<file path="src/sv/tpjq_pkg.sv">
`timescale 1ns / 1ps
// Shared constants, codes and types of the timed priority job queue.
package tpjq_pkg;

   localparam int NUM_JOBS = 16;
   localparam int SLOT_W   = (NUM_JOBS > 1) ? $clog2(NUM_JOBS) : 1;
   localparam int ID_W     = 4;
   localparam int ID_EXT_W = 9;
   localparam int PRIO_W   = 9;
   localparam int TAG_W    = 32;
   localparam int DELAY_W  = 32;
   localparam int NOW_W    = 63;
   localparam int TIME_W   = 64;
   localparam int ORDER_W  = 16;
   localparam int MOVED_W  = 5;
   localparam int MODE_W   = 2;
   localparam int STATUS_W = 2;

   localparam logic [MODE_W-1:0] MODE_NOW      = 2'd0;
   localparam logic [MODE_W-1:0] MODE_LATER    = 2'd1;
   localparam logic [MODE_W-1:0] MODE_TICK     = 2'd2;
   localparam logic [MODE_W-1:0] MODE_DISPATCH = 2'd3;

   localparam logic [STATUS_W-1:0] ST_ACCEPTED   = 2'd0;
   localparam logic [STATUS_W-1:0] ST_BUSY       = 2'd1;
   localparam logic [STATUS_W-1:0] ST_DISPATCHED = 2'd2;
   localparam logic [STATUS_W-1:0] ST_EMPTY      = 2'd3;

   typedef struct packed {
      logic                     is_tick;
      logic                     active;
      logic [TIME_W-1:0]        deadline;
      logic signed [PRIO_W-1:0] prio;
      logic [ORDER_W-1:0]       order;
      logic [ORDER_W-1:0]       counter;
      logic [TIME_W-1:0]        now;
      logic                     found;
      logic [TIME_W-1:0]        best_key;
      logic [ORDER_W-1:0]       best_age;
   } cmp_in_type;

   typedef struct packed {
      logic               better;
      logic [TIME_W-1:0]  key;
      logic [ORDER_W-1:0] age;
   } cmp_out_type;

endpackage

</file>
<file path="src/sv/tpjq_cmp.sv">
`timescale 1ns / 1ps
// Shared compare unit: rates one table entry against the best one so far.
module tpjq_cmp (
   input  tpjq_pkg::cmp_in_type  cmp_in,
   output tpjq_pkg::cmp_out_type cmp_out
);
   import tpjq_pkg::*;

   logic [TIME_W-1:0]  key;
   logic [ORDER_W-1:0] age;
   logic               eligible;

   // map signed priority onto an unsigned key by flipping the sign bit
   assign key = cmp_in.is_tick ? cmp_in.deadline
                : TIME_W'({~cmp_in.prio[PRIO_W-1], cmp_in.prio[PRIO_W-2:0]});
   assign age = cmp_in.counter - cmp_in.order;
   assign eligible = cmp_in.active && (!cmp_in.is_tick || (cmp_in.deadline <= cmp_in.now));

   assign cmp_out.better = eligible && (!cmp_in.found || (key < cmp_in.best_key) ||
                           ((key == cmp_in.best_key) && (age > cmp_in.best_age)));
   assign cmp_out.key = key;
   assign cmp_out.age = age;

endmodule

</file>
<file path="src/sv/timed_priority_job_queue.sv">
`timescale 1ns / 1ps
// Timed priority job queue: job table, timer set and ready set with a scan sequencer.
//
// Request channel (req_*): one word per operation, chosen by req_mode: schedule now,
// schedule after req_delay_us, time tick carrying req_now_us, or dispatch.
// Response channel (rsp_*): exactly one word per request, in request order.
// Schedule requests finish in the accept cycle; the response word shows in the cycle after.
// Dispatch walks the job table one slot per cycle through a single shared comparator,
// then applies the best slot and registers the result as the response word.
// Tick loads the time, then repeats a full table pass for every expired job it moves,
// plus one last pass that finds no expired job.
// req_stall is high while an operation is being worked and while a finished response
// word waits under rsp_stall; a new request is taken as soon as the output register
// frees up. The response word holds steady while rsp_stall is high.
// Synchronous reset empties both sets, zeroes the time and age counter and drops any
// pending response. Job contents are not cleared; slot status bits guard them.
module timed_priority_job_queue (
   input  logic                                    clock,
   input  logic                                    reset,
   input  logic                                    req_valid,
   output logic                                    req_stall,
   input  logic [tpjq_pkg::MODE_W-1:0]             req_mode,
   input  logic [tpjq_pkg::ID_W-1:0]               req_item_id,
   input  logic signed [tpjq_pkg::PRIO_W-1:0]      req_priority_req,
   input  logic [tpjq_pkg::TAG_W-1:0]              req_job_tag,
   input  logic [tpjq_pkg::DELAY_W-1:0]            req_delay_us,
   input  logic [tpjq_pkg::NOW_W-1:0]              req_now_us,
   output logic                                    rsp_valid,
   input  logic                                    rsp_stall,
   output logic [tpjq_pkg::STATUS_W-1:0]           rsp_status,
   output logic [tpjq_pkg::ID_W-1:0]               rsp_out_id,
   output logic [tpjq_pkg::TAG_W-1:0]              rsp_out_tag,
   output logic [tpjq_pkg::MOVED_W-1:0]            rsp_moved_count
);
   import tpjq_pkg::*;

   localparam logic [1:0] S_IDLE  = 2'd0;
   localparam logic [1:0] S_SCAN  = 2'd1;
   localparam logic [1:0] S_APPLY = 2'd2;
   localparam logic [1:0] S_DONE  = 2'd3;
   localparam logic [SLOT_W-1:0] LAST_SLOT = SLOT_W'(NUM_JOBS - 1);

   logic [1:0]               state_ff, state_in;
   logic                     is_tick_ff, is_tick_in;
   logic [SLOT_W-1:0]        idx_ff, idx_in;
   logic                     found_ff, found_in;
   logic [SLOT_W-1:0]        best_ff, best_in;
   logic [TIME_W-1:0]        best_key_ff, best_key_in;
   logic [ORDER_W-1:0]       best_age_ff, best_age_in;
   logic [MOVED_W-1:0]       moved_ff, moved_in;
   logic [TIME_W-1:0]        time_ff, time_in;
   logic [ORDER_W-1:0]       counter_ff, counter_in;
   logic [NUM_JOBS-1:0]      queued_ff, queued_in;
   logic [NUM_JOBS-1:0]      waiting_ff, waiting_in;

   logic [STATUS_W-1:0]      res_status_ff, res_status_in;
   logic [ID_W-1:0]          res_id_ff, res_id_in;
   logic [TAG_W-1:0]         res_tag_ff, res_tag_in;

   logic                     rsp_valid_ff, rsp_valid_in;
   logic [STATUS_W-1:0]      rsp_status_ff, rsp_status_in;
   logic [ID_W-1:0]          rsp_id_ff, rsp_id_in;
   logic [TAG_W-1:0]         rsp_tag_ff, rsp_tag_in;
   logic [MOVED_W-1:0]       rsp_moved_ff, rsp_moved_in;

   logic signed [PRIO_W-1:0] prio_ff     [NUM_JOBS];
   logic [TIME_W-1:0]        deadline_ff [NUM_JOBS];
   logic [ORDER_W-1:0]       order_ff    [NUM_JOBS];
   logic [TAG_W-1:0]         tag_ff      [NUM_JOBS];

   logic                     out_free;
   logic                     req_accept;
   logic [ID_EXT_W-1:0]      id_ext;
   logic                     id_ok;
   logic [SLOT_W-1:0]        slot;
   logic                     job_wr;
   logic                     deadline_wr;
   logic                     order_wr;
   logic [SLOT_W-1:0]        order_slot;
   cmp_in_type               cmp_in;
   cmp_out_type              cmp_out;

   assign out_free   = !rsp_valid_ff || !rsp_stall;
   assign req_stall  = (state_ff != S_IDLE) || !out_free;
   assign req_accept = req_valid && !req_stall;
   assign id_ext     = ID_EXT_W'(req_item_id);
   assign id_ok      = id_ext < ID_EXT_W'(NUM_JOBS);
   assign slot       = id_ext[SLOT_W-1:0];

   assign cmp_in.is_tick  = is_tick_ff;
   assign cmp_in.active   = is_tick_ff ? waiting_ff[idx_ff] : queued_ff[idx_ff];
   assign cmp_in.deadline = deadline_ff[idx_ff];
   assign cmp_in.prio     = prio_ff[idx_ff];
   assign cmp_in.order    = order_ff[idx_ff];
   assign cmp_in.counter  = counter_ff;
   assign cmp_in.now      = time_ff;
   assign cmp_in.found    = found_ff;
   assign cmp_in.best_key = best_key_ff;
   assign cmp_in.best_age = best_age_ff;

   tpjq_cmp u_cmp (
      .cmp_in  (cmp_in),
      .cmp_out (cmp_out)
   );

   always_comb begin
      state_in      = state_ff;
      is_tick_in    = is_tick_ff;
      idx_in        = idx_ff;
      found_in      = found_ff;
      best_in       = best_ff;
      best_key_in   = best_key_ff;
      best_age_in   = best_age_ff;
      moved_in      = moved_ff;
      time_in       = time_ff;
      counter_in    = counter_ff;
      queued_in     = queued_ff;
      waiting_in    = waiting_ff;
      res_status_in = res_status_ff;
      res_id_in     = res_id_ff;
      res_tag_in    = res_tag_ff;
      rsp_valid_in  = rsp_valid_ff && rsp_stall;
      rsp_status_in = rsp_status_ff;
      rsp_id_in     = rsp_id_ff;
      rsp_tag_in    = rsp_tag_ff;
      rsp_moved_in  = rsp_moved_ff;
      job_wr        = 1'b0;
      deadline_wr   = 1'b0;
      order_wr      = 1'b0;
      order_slot    = slot;

      unique case (state_ff)
         S_IDLE: begin
            if (req_accept) begin
               idx_in   = '0;
               found_in = 1'b0;
               moved_in = '0;
               if (req_mode == MODE_NOW || req_mode == MODE_LATER) begin
                  rsp_valid_in = 1'b1;
                  rsp_id_in    = '0;
                  rsp_tag_in   = '0;
                  rsp_moved_in = '0;
                  if (!id_ok || queued_ff[slot] || waiting_ff[slot]) begin
                     rsp_status_in = ST_BUSY;
                  end else begin
                     rsp_status_in = ST_ACCEPTED;
                     job_wr        = 1'b1;
                     order_wr      = 1'b1;
                     counter_in    = counter_ff + 1'b1;
                     if (req_mode == MODE_NOW) begin
                        queued_in[slot] = 1'b1;
                     end else begin
                        deadline_wr      = 1'b1;
                        waiting_in[slot] = 1'b1;
                     end
                  end
               end else if (req_mode == MODE_TICK) begin
                  time_in    = TIME_W'(req_now_us);
                  is_tick_in = 1'b1;
                  state_in   = S_SCAN;
               end else begin
                  is_tick_in = 1'b0;
                  state_in   = S_SCAN;
               end
            end
         end
         S_SCAN: begin
            if (cmp_out.better) begin
               found_in    = 1'b1;
               best_in     = idx_ff;
               best_key_in = cmp_out.key;
               best_age_in = cmp_out.age;
            end
            if (idx_ff == LAST_SLOT) begin
               state_in = S_APPLY;
            end else begin
               idx_in = idx_ff + 1'b1;
            end
         end
         S_APPLY: begin
            res_id_in  = '0;
            res_tag_in = '0;
            if (is_tick_ff) begin
               if (found_ff) begin
                  waiting_in[best_ff] = 1'b0;
                  queued_in[best_ff]  = 1'b1;
                  order_wr            = 1'b1;
                  order_slot          = best_ff;
                  counter_in          = counter_ff + 1'b1;
                  moved_in            = moved_ff + 1'b1;
                  idx_in              = '0;
                  found_in            = 1'b0;
                  state_in            = S_SCAN;
               end else begin
                  res_status_in = ST_ACCEPTED;
                  state_in      = S_DONE;
               end
            end else begin
               if (found_ff) begin
                  queued_in[best_ff] = 1'b0;
                  res_status_in      = ST_DISPATCHED;
                  res_id_in          = ID_W'(ID_EXT_W'(best_ff));
                  res_tag_in         = tag_ff[best_ff];
               end else begin
                  res_status_in = ST_EMPTY;
               end
               state_in = S_DONE;
            end
         end
         S_DONE: begin
            if (out_free) begin
               rsp_valid_in  = 1'b1;
               rsp_status_in = res_status_ff;
               rsp_id_in     = res_id_ff;
               rsp_tag_in    = res_tag_ff;
               rsp_moved_in  = moved_ff;
               state_in      = S_IDLE;
            end
         end
         default: begin
            state_in = S_IDLE;
         end
      endcase
   end

   always_ff @(posedge clock) begin
      if (reset) begin
         state_ff     <= S_IDLE;
         found_ff     <= 1'b0;
         time_ff      <= '0;
         counter_ff   <= '0;
         queued_ff    <= '0;
         waiting_ff   <= '0;
         rsp_valid_ff <= 1'b0;
      end else begin
         state_ff     <= state_in;
         found_ff     <= found_in;
         time_ff      <= time_in;
         counter_ff   <= counter_in;
         queued_ff    <= queued_in;
         waiting_ff   <= waiting_in;
         rsp_valid_ff <= rsp_valid_in;
      end
   end

   always_ff @(posedge clock) begin
      is_tick_ff    <= is_tick_in;
      idx_ff        <= idx_in;
      best_ff       <= best_in;
      best_key_ff   <= best_key_in;
      best_age_ff   <= best_age_in;
      moved_ff      <= moved_in;
      res_status_ff <= res_status_in;
      res_id_ff     <= res_id_in;
      res_tag_ff    <= res_tag_in;
      rsp_status_ff <= rsp_status_in;
      rsp_id_ff     <= rsp_id_in;
      rsp_tag_ff    <= rsp_tag_in;
      rsp_moved_ff  <= rsp_moved_in;
   end

   always_ff @(posedge clock) begin
      if (job_wr) begin
         prio_ff[slot] <= req_priority_req;
         tag_ff[slot]  <= req_job_tag;
      end
      if (deadline_wr) begin
         deadline_ff[slot] <= time_ff + TIME_W'(req_delay_us);
      end
      if (order_wr) begin
         order_ff[order_slot] <= counter_ff;
      end
   end

   assign rsp_valid       = rsp_valid_ff;
   assign rsp_status      = rsp_status_ff;
   assign rsp_out_id      = rsp_id_ff;
   assign rsp_out_tag     = rsp_tag_ff;
   assign rsp_moved_count = rsp_moved_ff;

endmodule

</file>
<file path="config.mk">
export PLATFORM = sky130hd
export DESIGN_NAME = timed_priority_job_queue
export DESIGN_NICKNAME = d
export VERILOG_FILES = /design/src/sv/tpjq_pkg.sv /design/src/sv/tpjq_cmp.sv /design/src/sv/timed_priority_job_queue.sv
export SDC_FILE = /design/constraint.sdc
export NUM_CORES = 2
export LEC_CHECK = 0
export BUFFER_PORTS_ARGS = -buffer_cell sky130_fd_sc_hd__buf_2
export CORE_MARGIN = 4
export CORE_UTILIZATION = 45
export DETAILED_ROUTE_END_ITERATION = 8
export GPL_TIMING_DRIVEN = 0
export PLACE_DENSITY_LB_ADDON = 0.3
export SETUP_SLACK_MARGIN = 0.5
export SKIP_CTS_REPAIR_TIMING = 1
export SYNTH_ARGS = -nofsm -noshare
export SYNTH_HDL_FRONTEND = slang
export SYNTH_SLANG_ARGS = --single-unit
</file>
<file path="constraint.sdc">
create_clock -name clock -period 8.1 [get_ports clock]
set_input_delay 1.215 -clock clock [delete_from_list [all_inputs] [get_ports clock]]
set_output_delay 1.215 -clock clock [all_outputs]
set_load 0.05 [all_outputs]
</file>
==> flow_metrics.py <==
metrics = {
    "outcome": {
        "status": "finished clean",
    },
    "drt": {
        "ant_nets": 0,
        "routedWlPerCell_um": 29.71,
        "drc": 0,
        "drtIter0Drc": 5582,
        "drt_first_pass_iters": 6,
        "drt-total-wl_um": 239700,
        "vias": 47790,
        "viasPerCell": 5.923,
    },
    "placed_design": {
        "place.port_buffers": 187,
        "place_hpwl_um": 162200,
        "routabilityCongestion": 0.8926,
        "place_inst": 7658,
        "place_worst_setup_slack_ps": -915.1,
        "placed_area_sq_um": 98160,
    },
    "cells_and_area": {
        "syn2layout_area_growth_pct": 15.77,
        "layout_common_cells": "2111 x edfxtp_1, 619 x mux4_2, 232 x nand2_1, 227 x buf_2, 217 x clkbuf_16",
        "layout.cells.non_filler": 8069,
        "drive_gt1_frac": 0.2623,
        "fin_nets": 5568,
        "fin_util": 0.5253,
        "final_cell_area_sq_um": 105300,
        "layout_commonest_cell": "edfxtp_1",
        "n_fill_cell": 15540,
    },
    "sta": {
        "fmax_mhz": 133.9,
        "fin_ws_ps": 634.1,
        "rsz0062_at_grt": "no",
        "post-route-period-util": 0.9217,
        "slew-limit-headroom": 0.08203,
        "clock_skew_ps": 68.35,
        "fin_setup_tns_ps": 0,
        "setup_viol": 0,
        "fin_crit_ps": 7466,
        "holdWs_ps": 457.5,
        "drv_slew": 0,
        "tightest_slew_ps": 1372,
        "final_hold_viol_count": 0,
    },
    "synthesis": {
        "synth_cells": 4702,
        "synth_fp_nets": 5047,
        "yosys_warnings": 0,
        "netlist_area_sq_um": 90970,
        "synth_top_cell_by_area": "edfxtp_1",
        "synth_enable_flop_cells": 2111,
        "async_flop_share": 0,
        "ys_seq_elements": 2230,
        "synth_top_cell_area_share": 0.6968,
        "synthFlopType": "edfxtp_1",
        "synth_seq_area_share": 0.7230,
        "synth.area.top_cells": "edfxtp_1 70%, mux4_2 15%, ha_1 2.7%, dfxtp_1 2.6%, a21oi_1 1.0%",
        "synth_cell_types": 70,
        "syn-mean-instance-area_sq_um": 19.35,
    },
    "global_route": {
        "first_global_vias": 48170,
        "grt_remaining_overflow": 0,
        "grt_pass1_wl_um": 343100,
        "grt_max_degree": 57,
        "track_usage": 0.2278,
        "antenna_found_initial": 25,
    },
    "clock_network": {
        "cts.clk_slew.worst_paths_ps": 70,
        "h-tree-depth": 4,
        "clock_path_buffers": 3,
        "clock-sinks": 2230,
        "cts_root_buf": "clkbuf_16",
        "insertion_delay_ps": 870,
        "cts_tree": "done",
        "numCtsBuffers": 215,
    },
    "floorplanning": {
        "fp.coreArea_sq_um": 200500,
        "io_pins": 191,
        "die-area_sq_um": 209400,
        "die_w_um": 457.6,
        "placementRows": 164,
        "start_util": 0.4538,
        "die_h_um": 457.6,
    },
    "worst_hold_path": {
        "hp-class": "flop to flop",
    },
    "worst_setup_path": {
        "worst_setup_path_end_kind": "flop",
        "path_class": "flop to flop",
        "crit_arrival_ps": 8000,
        "cp_max_fo": 56,
        "start_kind": "flop",
        "crit_required_ps": 8630,
    },
    "pwr": {
        "ir_drop_mv": 0.2885,
        "p_per_area_nw_per_um2": 277.8,
        "p_leak_nw": 34.70,
        "totalPowerFinal_mw": 29.25,
    },
    "flow_run": {
        "cap_violations": 0,
    },
}
sequential cells by signal, summed over array words and instances (netlist names), named ones only:
name / cells
moved_ff: 5
found_ff: 1
rsp_out_tag: 32
prio_ff: 144
order_ff: 256
rsp_out_id: 4
time_ff: 63
best_age_ff: 16
rsp_valid: 1
is_tick_ff: 1
waiting_ff: 16
rsp_status: 2
counter_ff: 16
idx_ff: 4
best_key_ff: 64
state_ff: 2
res_tag_ff: 32
rsp_moved_count: 5
deadline_ff: 1024
res_status_ff: 2
tag_ff: 512
res_id_ff: 4
best_ff: 4
worst max-delay path, stage by stage (launching register included):
cell      delay (ps)
dfxtp_1          400
buf_2            500
clkbuf_2         620
buf_1            970
mux4_2           420
mux4_2           620
ha_1             320
nand3_1           90
nor3_1           390
nand3_1          250
nor2_1           190
nor4b_2          650
nor4bb_1         710
a21oi_1          160
nand2_1          230
o211a_4          230
buf_16           270
cells in the mapped netlist (37+ instances only):
cell type and instances:
clkbuf_1 138, xnor2_1 66, nor2_1 153, mux4_2 619
nand3_1 37, dfxtp_1 119, o21ai_0 47, edfxtp_1 2111
inv_1 180, a21o_1 68, nand4_1 48, a21oi_1 181
and2_1 108, nand2_1 232, buf_2 44, nor2b_1 58
ha_1 197
worst paths after layout:
| check | startpoint | endpoint | slack (ps) | depth (start not counted) |
|---|---|---|---|---|
| setup / recovery | flop | best_key_ff[20] | 630 | 16 |
| hold / removal | time_ff[48] | time_ff[48] | 460 | 2 |
| setup reg to reg | flop | best_key_ff[20] | 630 | 16 |
| hold reg to reg | time_ff[48] | time_ff[48] | 460 | 2 |
cell families after synthesis:
group	count (synthesis)	share of synthesized area
buffers and inverters	396	0.01752
adder cells (fa/ha/maj)	199	0.02753
flip-flops	2230	0.7230
XOR/XNOR	93	0.008953
AO/OA/AOI/OAI	423	0.02938
multiplexers	627	0.1542
AND/OR/NAND/NOR	734	0.03947
report_power, final:
part           switching, mW  internal [mW]  leakage (nW)
combinational           3.75           2.58          10.9
clock                   4.32           5.39          3.29
sequential             0.140           13.1          20.6
final cells by class:
type / instances / area, sq um / share of cell area
clock inverters: 137 / 1171 / 0.01112
diodes: 14 / 35.03 / 0.0003326
clock buffers: 256 / 5587 / 0.05304
well taps: 2656 / 3323 / 0.03155
multi-input cells: 2077 / 24280 / 0.2306
repair buffers: 303 / 3472 / 0.03297
inverters: 181 / 679.4 / 0.006451
flip-flops and latches: 2230 / 65770 / 0.6245
plain buffers: 215 / 997.2 / 0.009468
routing by layer:
layer	vias up	track usage	wire [um]
met1	25180	0.3108	94870
met5	-	0	37
li1	20090	-	-
met4	6	0.08158	9053
met2	2062	0.3739	118000
met3	448	0.03728	17800
Power figures use the tool's default switching activity.
